File: src/sv/pre_pkg.sv
// ----------------------------------------------------------------------------
// pre_pkg
// Shared constants and types of the printable run extractor.
// ----------------------------------------------------------------------------
package pre_pkg;

    localparam int MAX_RUN   = 32;
    localparam int RC_W      = $clog2(MAX_RUN + 1);
    localparam int HB_AW     = $clog2(MAX_RUN);
    localparam int BYTE_W    = 8;
    localparam int MINRUN_W  = 6;
    localparam int LEN_W     = 16;
    localparam int CFG_IDX_W = 1;
    localparam int CFG_DAT_W = 8;
    localparam int QDEPTH    = 4;
    localparam int QP_W      = $clog2(QDEPTH);

    localparam logic [BYTE_W-1:0]    PRINT_LO       = 8'h20;
    localparam logic [BYTE_W-1:0]    PRINT_HI       = 8'h7E;
    localparam logic [MINRUN_W-1:0]  MIN_RUN_RESET  = 6'd4;
    localparam logic [BYTE_W-1:0]    SEP_RESET      = 8'd10;

    localparam logic [CFG_IDX_W-1:0] REG_MIN_RUN   = 1'b0;
    localparam logic [CFG_IDX_W-1:0] REG_SEPARATOR = 1'b1;

    typedef struct packed {
        logic [BYTE_W-1:0] data;
        logic              emit;
        logic              rel;
        logic              sep;
        logic [RC_W-1:0]   count;
        logic              last;
    } t_cmd;

    typedef struct packed {
        logic              we;
        logic [HB_AW-1:0]  addr;
        logic [BYTE_W-1:0] data;
    } t_ram_wr;

    typedef struct packed {
        logic rel_done;
    } t_back_stat;

endpackage

File: src/sv/pre_in_if.sv
// ----------------------------------------------------------------------------
// pre_in_if
// Input channel: one raw buffer byte per word.
// ----------------------------------------------------------------------------
interface pre_in_if;
    logic       valid;
    logic       ready;
    logic [7:0] data_byte;
    logic       last_in_buffer;

    modport source(output valid, output data_byte, output last_in_buffer, input ready);
    modport sink(input valid, input data_byte, input last_in_buffer, output ready);
endinterface

File: src/sv/pre_out_if.sv
// ----------------------------------------------------------------------------
// pre_out_if
// Output channel: one string byte, separator or end marker per word.
// ----------------------------------------------------------------------------
interface pre_out_if;
    logic        valid;
    logic        ready;
    logic [7:0]  out_byte;
    logic        is_end_marker;
    logic [15:0] out_length;
    logic        last_of_item;

    modport source(output valid, output out_byte, output is_end_marker,
                   output out_length, output last_of_item, input ready);
    modport sink(input valid, input out_byte, input is_end_marker,
                 input out_length, input last_of_item, output ready);
endinterface

File: src/sv/pre_ram.sv
// ----------------------------------------------------------------------------
// pre_ram
// Generic single write port RAM with one registered read port.
// ----------------------------------------------------------------------------
module pre_ram #(
    parameter int WIDTH = 8,
    parameter int DEPTH = 32
) (
    input  logic                     i_clk,
    input  logic                     i_we,
    input  logic [$clog2(DEPTH)-1:0] i_waddr,
    input  logic [WIDTH-1:0]         i_wdata,
    input  logic [$clog2(DEPTH)-1:0] i_raddr,
    output logic [WIDTH-1:0]         o_rdata
);
    logic [WIDTH-1:0] r_mem [DEPTH];
    logic [WIDTH-1:0] r_rdata;

    always_ff @(posedge i_clk) begin
        if (i_we) begin
            r_mem[i_waddr] <= i_wdata;
        end
        r_rdata <= r_mem[i_raddr];
    end

    assign o_rdata = r_rdata;
endmodule

File: src/sv/pre_front.sv
// ----------------------------------------------------------------------------
// pre_front
// Classifies each input byte, tracks the printable run and queues commands.
// ----------------------------------------------------------------------------
module pre_front (
    input  logic                      i_clk,
    input  logic                      i_rst_n,
    input  logic [pre_pkg::MINRUN_W-1:0] i_min_run,
    pre_in_if.sink                    i_in,
    output logic                      o_push,
    output pre_pkg::t_cmd             o_cmd,
    input  logic                      i_q_full,
    output pre_pkg::t_ram_wr          o_ram_wr,
    input  pre_pkg::t_back_stat       i_stat
);
    import pre_pkg::*;

    logic [RC_W-1:0] r_run, n_run;
    logic            r_pass, n_pass;
    logic            r_seen, n_seen;
    logic            r_busy, n_busy;
    logic [RC_W-1:0] w_eff;
    logic            w_accept;
    logic            w_print;
    logic            w_release;
    t_cmd            w_cmd;
    t_ram_wr         w_wr;

    assign i_in.ready = !r_busy && !i_q_full;
    assign w_accept   = i_in.valid && i_in.ready;
    assign w_print    = (i_in.data_byte >= PRINT_LO) && (i_in.data_byte <= PRINT_HI);

    always_comb begin
        if (i_min_run == '0) begin
            w_eff = RC_W'(1);
        end else if (int'(i_min_run) > MAX_RUN) begin
            w_eff = RC_W'(MAX_RUN);
        end else begin
            w_eff = RC_W'(i_min_run);
        end
    end

    assign w_release = ({1'b0, r_run} + (RC_W + 1)'(1)) >= {1'b0, w_eff};

    always_comb begin
        n_run      = r_run;
        n_pass     = r_pass;
        n_seen     = r_seen;
        n_busy     = r_busy;
        w_cmd      = '0;
        w_cmd.data = i_in.data_byte;
        w_wr       = '0;
        w_wr.data  = i_in.data_byte;
        w_wr.addr  = r_run[HB_AW-1:0];
        if (i_stat.rel_done) begin
            n_busy = 1'b0;
        end
        if (w_accept) begin
            if (w_print) begin
                if (r_pass) begin
                    w_cmd.emit = 1'b1;
                end else if (w_release) begin
                    w_cmd.emit  = 1'b1;
                    w_cmd.rel   = 1'b1;
                    w_cmd.sep   = r_seen;
                    w_cmd.count = r_run;
                    n_seen      = 1'b1;
                    n_pass      = 1'b1;
                    n_run       = '0;
                    n_busy      = 1'b1;
                end else if (int'(r_run) < MAX_RUN) begin
                    w_wr.we = 1'b1;
                    n_run   = r_run + RC_W'(1);
                end
            end else begin
                n_run  = '0;
                n_pass = 1'b0;
            end
            if (i_in.last_in_buffer) begin
                w_cmd.last = 1'b1;
                n_run      = '0;
                n_pass     = 1'b0;
                n_seen     = 1'b0;
            end
        end
    end

    always_ff @(posedge i_clk) begin
        if (!i_rst_n) begin
            r_run  <= '0;
            r_pass <= 1'b0;
            r_seen <= 1'b0;
            r_busy <= 1'b0;
        end else begin
            r_run  <= n_run;
            r_pass <= n_pass;
            r_seen <= n_seen;
            r_busy <= n_busy;
        end
    end

    assign o_push   = w_accept && (w_cmd.emit || w_cmd.last);
    assign o_cmd    = w_cmd;
    assign o_ram_wr = w_wr;
endmodule

File: src/sv/pre_queue.sv
// ----------------------------------------------------------------------------
// pre_queue
// Short command queue between the front and the back.
// ----------------------------------------------------------------------------
module pre_queue (
    input  logic          i_clk,
    input  logic          i_rst_n,
    input  logic          i_push,
    input  pre_pkg::t_cmd i_cmd,
    output logic          o_full,
    input  logic          i_pop,
    output logic          o_valid,
    output pre_pkg::t_cmd o_head
);
    import pre_pkg::*;

    t_cmd            r_mem [QDEPTH];
    logic [QP_W-1:0] r_wp, r_rp;
    logic [QP_W:0]   r_cnt;

    always_ff @(posedge i_clk) begin
        if (i_push) begin
            r_mem[r_wp] <= i_cmd;
        end
    end

    always_ff @(posedge i_clk) begin
        if (!i_rst_n) begin
            r_wp  <= '0;
            r_rp  <= '0;
            r_cnt <= '0;
        end else begin
            if (i_push) begin
                r_wp <= (r_wp == QP_W'(QDEPTH - 1)) ? '0 : r_wp + QP_W'(1);
            end
            if (i_pop) begin
                r_rp <= (r_rp == QP_W'(QDEPTH - 1)) ? '0 : r_rp + QP_W'(1);
            end
            if (i_push && !i_pop) begin
                r_cnt <= r_cnt + (QP_W + 1)'(1);
            end else if (i_pop && !i_push) begin
                r_cnt <= r_cnt - (QP_W + 1)'(1);
            end
        end
    end

    assign o_full  = (r_cnt == (QP_W + 1)'(QDEPTH));
    assign o_valid = (r_cnt != '0);
    assign o_head  = r_mem[r_rp];
endmodule

File: src/sv/pre_back.sv
// ----------------------------------------------------------------------------
// pre_back
// Executes queued commands and drives the registered output channel.
// ----------------------------------------------------------------------------
module pre_back (
    input  logic                       i_clk,
    input  logic                       i_rst_n,
    input  logic [pre_pkg::BYTE_W-1:0] i_separator,
    input  logic                       i_q_valid,
    input  pre_pkg::t_cmd              i_q_head,
    output logic                       o_q_pop,
    output logic [pre_pkg::HB_AW-1:0]  o_raddr,
    input  logic [pre_pkg::BYTE_W-1:0] i_rdata,
    output pre_pkg::t_back_stat        o_stat,
    pre_out_if.source                  o_out
);
    import pre_pkg::*;

    typedef enum logic [5:0] {
        S_IDLE = 6'b000001,
        S_SEP  = 6'b000010,
        S_HRD  = 6'b000100,
        S_HWR  = 6'b001000,
        S_BYTE = 6'b010000,
        S_END  = 6'b100000
    } t_state;

    t_state            r_state, n_state;
    t_cmd              r_cmd, n_cmd;
    logic [RC_W-1:0]   r_idx, n_idx;
    logic [LEN_W-1:0]  r_cnt, n_cnt;
    logic              r_out_valid;
    logic [BYTE_W-1:0] r_out_byte;
    logic              r_out_end;
    logic [LEN_W-1:0]  r_out_len;
    logic              r_out_last;
    logic              w_can_load;
    logic              w_load;
    logic [BYTE_W-1:0] w_byte;
    logic              w_end;
    logic [LEN_W-1:0]  w_len;
    logic              w_last;
    t_back_stat        w_stat;

    function automatic t_state first_state(t_cmd c);
        t_state s;
        if (c.rel && c.sep) begin
            s = S_SEP;
        end else if (c.rel && (c.count != '0)) begin
            s = S_HRD;
        end else if (c.emit) begin
            s = S_BYTE;
        end else begin
            s = S_END;
        end
        return s;
    endfunction

    assign w_can_load = !r_out_valid || o_out.ready;

    always_comb begin
        n_state  = r_state;
        n_cmd    = r_cmd;
        n_idx    = r_idx;
        o_q_pop  = 1'b0;
        w_load   = 1'b0;
        w_byte   = '0;
        w_end    = 1'b0;
        w_len    = '0;
        w_last   = 1'b0;
        w_stat   = '0;
        unique case (r_state)
            S_IDLE: begin
                if (i_q_valid) begin
                    o_q_pop = 1'b1;
                    n_cmd   = i_q_head;
                    n_idx   = '0;
                    n_state = first_state(i_q_head);
                end
            end
            S_SEP: begin
                if (w_can_load) begin
                    w_load  = 1'b1;
                    w_byte  = i_separator;
                    n_state = (r_cmd.count != '0) ? S_HRD : S_BYTE;
                end
            end
            S_HRD: begin
                n_state = S_HWR;
            end
            S_HWR: begin
                if (w_can_load) begin
                    w_load  = 1'b1;
                    w_byte  = i_rdata;
                    n_idx   = r_idx + RC_W'(1);
                    n_state = (n_idx == r_cmd.count) ? S_BYTE : S_HRD;
                end
            end
            S_BYTE: begin
                if (w_can_load) begin
                    w_load          = 1'b1;
                    w_byte          = r_cmd.data;
                    w_last          = !r_cmd.last;
                    w_stat.rel_done = r_cmd.rel;
                    n_state         = r_cmd.last ? S_END : S_IDLE;
                end
            end
            S_END: begin
                if (w_can_load) begin
                    w_load  = 1'b1;
                    w_end   = 1'b1;
                    w_len   = r_cnt;
                    w_last  = 1'b1;
                    n_state = S_IDLE;
                end
            end
            default: begin
                n_state = S_IDLE;
            end
        endcase
    end

    always_comb begin
        n_cnt = r_cnt;
        if (w_load) begin
            if (w_end) begin
                n_cnt = '0;
            end else if (r_cnt != '1) begin
                n_cnt = r_cnt + LEN_W'(1);
            end
        end
    end

    always_ff @(posedge i_clk) begin
        if (!i_rst_n) begin
            r_state     <= S_IDLE;
            r_idx       <= '0;
            r_cnt       <= '0;
            r_out_valid <= 1'b0;
        end else begin
            r_state <= n_state;
            r_idx   <= n_idx;
            r_cnt   <= n_cnt;
            if (w_load) begin
                r_out_valid <= 1'b1;
            end else if (o_out.ready) begin
                r_out_valid <= 1'b0;
            end
        end
    end

    always_ff @(posedge i_clk) begin
        r_cmd <= n_cmd;
        if (w_load) begin
            r_out_byte <= w_byte;
            r_out_end  <= w_end;
            r_out_len  <= w_len;
            r_out_last <= w_last;
        end
    end

    assign o_raddr             = r_idx[HB_AW-1:0];
    assign o_stat              = w_stat;
    assign o_out.valid         = r_out_valid;
    assign o_out.out_byte      = r_out_byte;
    assign o_out.is_end_marker = r_out_end;
    assign o_out.out_length    = r_out_len;
    assign o_out.last_of_item  = r_out_last;

    a_end_clears_count: assert property (@(posedge i_clk) disable iff (!i_rst_n)
        (r_state == S_END && w_load) |=> (r_cnt == '0))
        else $error("Byte count not cleared after end marker.");

    a_held_index_in_range: assert property (@(posedge i_clk) disable iff (!i_rst_n)
        (r_state == S_HWR) |-> (r_idx < r_cmd.count))
        else $error("Held byte index beyond the run length.");

    a_sep_only_on_release: assert property (@(posedge i_clk) disable iff (!i_rst_n)
        (r_state == S_SEP) |-> (r_cmd.rel && r_cmd.sep))
        else $error("Separator emitted outside a release.");
endmodule

File: src/sv/printable_run_extractor_unit.sv
// ----------------------------------------------------------------------------
// printable_run_extractor_unit
// Passes on runs of printable bytes that reach the minimum run length.
// ----------------------------------------------------------------------------
// A byte that is held, dropped or passed through is taken as long as the
// command queue has room. The back end handles a pass-through byte with a
// command pop, then an output load, and an end marker with one more load.
// When a run reaches the minimum length, the front stops taking bytes until
// the back end has emitted the whole run: the separator if one is due, each
// held byte by a registered read of the held-byte memory and a load, then
// the releasing byte. The output is registered and emits at most one word a cycle.
module printable_run_extractor_unit (
    input  logic                          i_clk,
    input  logic                          i_rst_n,
    input  logic                          i_cfg_we,
    input  logic [pre_pkg::CFG_IDX_W-1:0] i_cfg_index,
    input  logic [pre_pkg::CFG_DAT_W-1:0] i_cfg_data,
    pre_in_if.sink                        i_in,
    pre_out_if.source                     o_out
);
    import pre_pkg::*;

    logic [MINRUN_W-1:0] r_min_run;
    logic [BYTE_W-1:0]   r_separator;
    logic                w_push;
    t_cmd                w_cmd;
    logic                w_full;
    logic                w_pop;
    logic                w_q_valid;
    t_cmd                w_head;
    t_ram_wr             w_ram_wr;
    logic [HB_AW-1:0]    w_raddr;
    logic [BYTE_W-1:0]   w_rdata;
    t_back_stat          w_stat;

    always_ff @(posedge i_clk) begin
        if (!i_rst_n) begin
            r_min_run   <= MIN_RUN_RESET;
            r_separator <= SEP_RESET;
        end else if (i_cfg_we) begin
            case (i_cfg_index)
                REG_MIN_RUN:   r_min_run   <= i_cfg_data[MINRUN_W-1:0];
                REG_SEPARATOR: r_separator <= i_cfg_data[BYTE_W-1:0];
                default: begin
                end
            endcase
        end
    end

    pre_ram #(
        .WIDTH(BYTE_W),
        .DEPTH(MAX_RUN)
    ) u_held (
        .i_clk   (i_clk),
        .i_we    (w_ram_wr.we),
        .i_waddr (w_ram_wr.addr),
        .i_wdata (w_ram_wr.data),
        .i_raddr (w_raddr),
        .o_rdata (w_rdata)
    );

    pre_front u_front (
        .i_clk     (i_clk),
        .i_rst_n   (i_rst_n),
        .i_min_run (r_min_run),
        .i_in      (i_in),
        .o_push    (w_push),
        .o_cmd     (w_cmd),
        .i_q_full  (w_full),
        .o_ram_wr  (w_ram_wr),
        .i_stat    (w_stat)
    );

    pre_queue u_queue (
        .i_clk   (i_clk),
        .i_rst_n (i_rst_n),
        .i_push  (w_push),
        .i_cmd   (w_cmd),
        .o_full  (w_full),
        .i_pop   (w_pop),
        .o_valid (w_q_valid),
        .o_head  (w_head)
    );

    pre_back u_back (
        .i_clk       (i_clk),
        .i_rst_n     (i_rst_n),
        .i_separator (r_separator),
        .i_q_valid   (w_q_valid),
        .i_q_head    (w_head),
        .o_q_pop     (w_pop),
        .o_raddr     (w_raddr),
        .i_rdata     (w_rdata),
        .o_stat      (w_stat),
        .o_out       (o_out)
    );
endmodule

File: src/flat_wrapper.sv
// flat-port wrapper written by rule: the top's interface ports become plain ports
module printable_run_extractor_unit_flat import pre_pkg::*;
  (i_clk, i_rst_n, i_cfg_we, i_cfg_index, i_cfg_data, i_in_valid, i_in_data_byte, i_in_last_in_buffer, i_in_ready, o_out_valid, o_out_out_byte, o_out_is_end_marker, o_out_out_length, o_out_last_of_item, o_out_ready);
  pre_in_if i_in_i ();
  pre_out_if o_out_i ();
  input  logic i_clk;
  input  logic i_rst_n;
  input  logic i_cfg_we;
  input  logic [pre_pkg::CFG_IDX_W-1:0] i_cfg_index;
  input  logic [pre_pkg::CFG_DAT_W-1:0] i_cfg_data;
  input wire logic [$bits(i_in_i.valid)-1:0] i_in_valid;
  input wire logic [$bits(i_in_i.data_byte)-1:0] i_in_data_byte;
  input wire logic [$bits(i_in_i.last_in_buffer)-1:0] i_in_last_in_buffer;
  output wire logic [$bits(i_in_i.ready)-1:0] i_in_ready;
  output wire logic [$bits(o_out_i.valid)-1:0] o_out_valid;
  output wire logic [$bits(o_out_i.out_byte)-1:0] o_out_out_byte;
  output wire logic [$bits(o_out_i.is_end_marker)-1:0] o_out_is_end_marker;
  output wire logic [$bits(o_out_i.out_length)-1:0] o_out_out_length;
  output wire logic [$bits(o_out_i.last_of_item)-1:0] o_out_last_of_item;
  input wire logic [$bits(o_out_i.ready)-1:0] o_out_ready;
  assign i_in_i.valid = i_in_valid;
  assign i_in_i.data_byte = i_in_data_byte;
  assign i_in_i.last_in_buffer = i_in_last_in_buffer;
  assign i_in_ready = i_in_i.ready;
  assign o_out_valid = o_out_i.valid;
  assign o_out_out_byte = o_out_i.out_byte;
  assign o_out_is_end_marker = o_out_i.is_end_marker;
  assign o_out_out_length = o_out_i.out_length;
  assign o_out_last_of_item = o_out_i.last_of_item;
  assign o_out_i.ready = o_out_ready;
  printable_run_extractor_unit u_core (.i_clk(i_clk), .i_rst_n(i_rst_n), .i_cfg_we(i_cfg_we), .i_cfg_index(i_cfg_index), .i_cfg_data(i_cfg_data), .i_in(i_in_i), .o_out(o_out_i));
endmodule
File: config.mk
export PLATFORM = sky130hd
export DESIGN_NAME = printable_run_extractor_unit_flat
export DESIGN_NICKNAME = d
export VERILOG_FILES = /design/src/sv/pre_pkg.sv /design/src/sv/pre_in_if.sv /design/src/sv/pre_out_if.sv /design/src/sv/pre_ram.sv /design/src/sv/pre_front.sv /design/src/sv/pre_queue.sv /design/src/sv/pre_back.sv /design/src/sv/printable_run_extractor_unit.sv /design/src/flat_wrapper.sv
export SDC_FILE = /design/constraint.sdc
export NUM_CORES = 1
export LEC_CHECK = 0
export BUFFER_PORTS_ARGS = -buffer_cell sky130_fd_sc_hd__buf_2
export CAP_MARGIN = 20
export CORE_ASPECT_RATIO = 1.1
export CORE_MARGIN = 8
export CORE_UTILIZATION = 60
export CTS_CLUSTER_DIAMETER = 150
export CTS_CLUSTER_SIZE = 30
export DETAILED_ROUTE_END_ITERATION = 10
export PLACE_DENSITY_LB_ADDON = 0.08
export SLEW_MARGIN = 40
export SYNTH_ARGS = -nofsm -noshare
export SYNTH_HDL_FRONTEND = slang
export SYNTH_SLANG_ARGS = --single-unit
File: constraint.sdc
create_clock -name i_clk -period 7.1 [get_ports i_clk]
set_input_delay 1.42 -clock i_clk [delete_from_list [all_inputs] [get_ports i_clk]]
set_output_delay 1.42 -clock i_clk [all_outputs]
set_load 0.1 [all_outputs]
==> flow_metrics.tcl <==
set metrics [dict create \
    worstSetupStartpoint "u_core.u_front.r_run[0]" \
    critPathLaunchType "flop" \
    numCtsBuffers 18 \
    cp_slowest_cell "nor2_1" \
    crit_required_ns 7.26 \
    tns_ns 0 \
    final_max_slew_viol_count 0 \
    grt_pass1_wl_mm 53.8 \
    setup_viol 0 \
    ant_nets 0 \
    r2r_setup_slack_ns 2.75 \
    synthArstFlopShare 0 \
    pwr-share-seq 0.605 \
    cts_resized 0 \
    holdBufCountCts 0 \
    pwr-share-clk 0.251 \
    multi_input_area_um2 4890 \
    num_vias 8952 \
    viasPerCell 6.27 \
    final_util 0.652 \
    crit_path_max_incr_delay_ns 0.73 \
    p_comb_frac 0.144 \
    swShare 0.266 \
    h-tree-depth 1 \
    grt_pass1_vias 8738 \
    worst_path_most_repeated_cell "ha_1" \
    tritoncts "done" \
    crit_chain "ha_1 -> nand3_1 -> xnor2_1 -> ha_1 -> a21o_1 -> a21oi_1 -> o21ai_0 -> nor4_1 -> nand2_1 -> nor2_1" \
    avgSynthCellArea_um2 17.3 \
    path_class "flop to flop" \
    synth_edf_count 370 \
    crit_path_end_kind "flop" \
    p_leak_nw 5.86 \
    min_period_ns 4.35 \
    worst_slew_pin_slew_ns 0.769 \
    row_count 65 \
    max_slew_margin 0.487 \
    synth_top_area_frac 0.631 \
    die_area_um2 35100 \
    power.internal_w 0.00368 \
    layout-drive-gt1-share 0.196 \
    synthesis.area_um2 17600 \
    clock_path_buffers 3 \
    grt_max_degree 69 \
    final_nets 1089 \
    root_buffer "clkbuf_16" \
    coreArea_um2 28800 \
    cap_viol_max_count 0 \
    place_hpwl_mm 22.9 \
    antenna_found_initial 0 \
    fillers 2018 \
    wl_per_cell_um 24.9 \
    hold_viol_final 0 \
    synthTopCellsByArea "edfxtp_1 63%, mux4_2 12%, dfxtp_1 7.8%" \
    cts.clk_slew.worst_paths_ns 0.12 \
    ys_warn_count 0 \
    grt_usage 0.204 \
    dieWidth_um 179 \
    gp_congestion 0.815 \
    postRouteWirelength_mm 35.6 \
    p_switching_w 0.00133 \
    ir_worst_vdd_uv 247 \
    synthesis.nets 1059 \
    worst_hold_slack_ns 0.476 \
    r2r-start "u_core.u_front.r_run[0]" \
    io_pins 51 \
    synth_area_leader_cell "edfxtp_1" \
    crit_buf_inv 0 \
    grt-ovfl-total 0 \
    hold_path.class "flop to flop" \
    crit_fanout 8 \
    initial_core_util 0.611 \
    register_area_um2 12500 \
    drt-initial-drc-count 850 \
    area_growth_pct 6.65 \
    drc 0 \
    post_cts_buffers 0 \
    rsz0062_at_grt "false" \
    cp_top_family "simple AND/OR/NAND/NOR gates" \
    syn-instance-count 1017 \
    hold_start "u_core.r_separator[0]" \
    insertion_delay_ns 0.54 \
    status "complete, no violations" \
    skew_ns 0.0345 \
    cts_sinks 439 \
    max_freq_mhz 230 \
    diodes 0 \
    timing.final.crit_share 0.612 \
    arrival_ns 4.51 \
    yosysSeqAreaShare 0.710 \
    ys_types 65 \
    p_per_area_nw_per_um2 267 \
    detail_route.first_pass.iterations 5 \
    die_y_um 196 \
    ys.flop_type "edfxtp_1" \
    port_buffers 50 \
    ys_seq_elements 439 \
]
==> per-layer routing <==
layer	routed length, µm	vias up	GRT usage
met5	0	-	0
met2	17400	250	0.337
met1	15700	4629	0.294
li1	-	4048	-
met4	472	0	0.0334
met3	2020	25	0.0241
==> tightest hold or removal path, cell delays in order, from the launching register on <==
cell and delay (ns):
dfxtp_1 0.33, nand2_1 0.05, a21oi_1 0.05
==> cell families after synthesis <==
group	count (synthesis)	share of synthesized area
flip-flops	439	0.710
AND/OR/NAND/NOR	264	0.0755
multiplexers	116	0.137
AO/OA/AOI/OAI	89	0.0358
buffers and inverters	64	0.0150
XOR/XNOR	26	0.0129
adder cells (fa/ha/maj)	19	0.0139
==> placed cells by master, fill, tap and decap left out, types with 10 or more instances in the layout <==
cell,n
ha_1,18
clkbuf_1,12
mux4_2,94
clkbuf_16,19
nor3_1,10
dfxtp_1,65
inv_1,14
xor2_1,17
nand3_1,22
buf_2,50
and2_1,26
a21oi_1,30
nand2_1,55
nor2_1,77
edfxtp_1,370
o21ai_0,14
==> path summary, 6_finish.rpt <==
path                                              endpoint  cells past startpoint
worst max register to register  u_core.u_held.r_mem[16][5]                     10
worst min-delay path                 u_core.r_separator[0]                      2
worst min register to register       u_core.r_separator[0]                      2
worst max-delay path            u_core.u_held.r_mem[16][5]                     10
==> state kept, by name, summed over array words and instances (netlist names), named ones only <==
register	flops
u_core.u_back.o_out.out_length	16
u_core.u_back.r_state	6
u_core.u_back.o_out.out_byte	8
u_core.u_back.r_cnt	16
u_core.u_held.o_rdata	8
u_core.u_back.o_out.last_of_item	1
u_core.u_front.r_run	6
u_core.u_queue.r_rp	2
u_core.r_separator	8
u_core.u_queue.r_mem	72
u_core.u_back.r_cmd	16
u_core.u_held.r_mem	256
u_core.u_front.r_pass	1
u_core.u_back.r_idx	6
u_core.u_back.o_out.valid	1
u_core.u_front.r_busy	1
u_core.u_queue.r_wp	2
u_core.r_min_run	6
u_core.u_front.r_seen	1
u_core.u_back.o_out.is_end_marker	1
u_core.u_queue.r_cnt	3
==> per-stage QoR <==
step	power [W]	std cells	cell area [µm²]	setup slack, ns
final	0.00501	1427	18800	2.75
after global routing	0.00519	1427	18800	2.52
after CTS	0.00504	1427	18800	2.75
after detailed placement	0.00381	1395	18200	2.34
after global placement	0.00380	1395	18200	2.29
after floorplan	0.00361	1017	17600	3.34
==> power by group through the flow <==
stage	clock network, W	registers, W	logic (W)
6_report	0.00126	0.00303	0.000722
5_1_grt	0.00136	0.00305	0.000781
4_1_cts	0.00128	0.00303	0.000729
3_5_place_dp	0	0.00309	0.000724
3_3_place_gp	0	0.00309	0.000711
2_1_floorplan	0	0.00319	0.000425
==> synth_stat cells (all sizes together), types with 3 or more instances <==
| cell | number |
|---|---|
| edfxtp | 370 |
| mux4 | 98 |
| nor2 | 78 |
| dfxtp | 69 |
| nand2 | 55 |
| clkbuf | 33 |
| a21oi | 30 |
| and2 | 30 |
| nand3 | 23 |
| ha | 18 |
| buf | 17 |
| xor2 | 17 |
| inv | 14 |
| nor3 | 14 |
| o21ai | 14 |
| mux2 | 9 |
| mux2i | 9 |
| nand4 | 9 |
| xnor2 | 9 |
| a222oi | 8 |
| and3 | 8 |
| nor4 | 8 |
| or3 | 8 |
| a211oi | 6 |
| nor2b | 5 |
| a21o | 4 |
| a22o | 4 |
| nand2b | 4 |
| nand3b | 4 |
| nor3b | 4 |
| nor4b | 3 |
| or4 | 3 |
==> layout make-up <==
cell class | instances | share of cell area
timing repair buffer | 60 | 0.0175
tap | 368 | 0.0245
clock inverter | 1 | 0.000866
clock buffer | 31 | 0.0277
multi-input combinational | 514 | 0.261
sequential | 439 | 0.666
inverter | 14 | 0.00280
(Power assumes the default switching activity.)
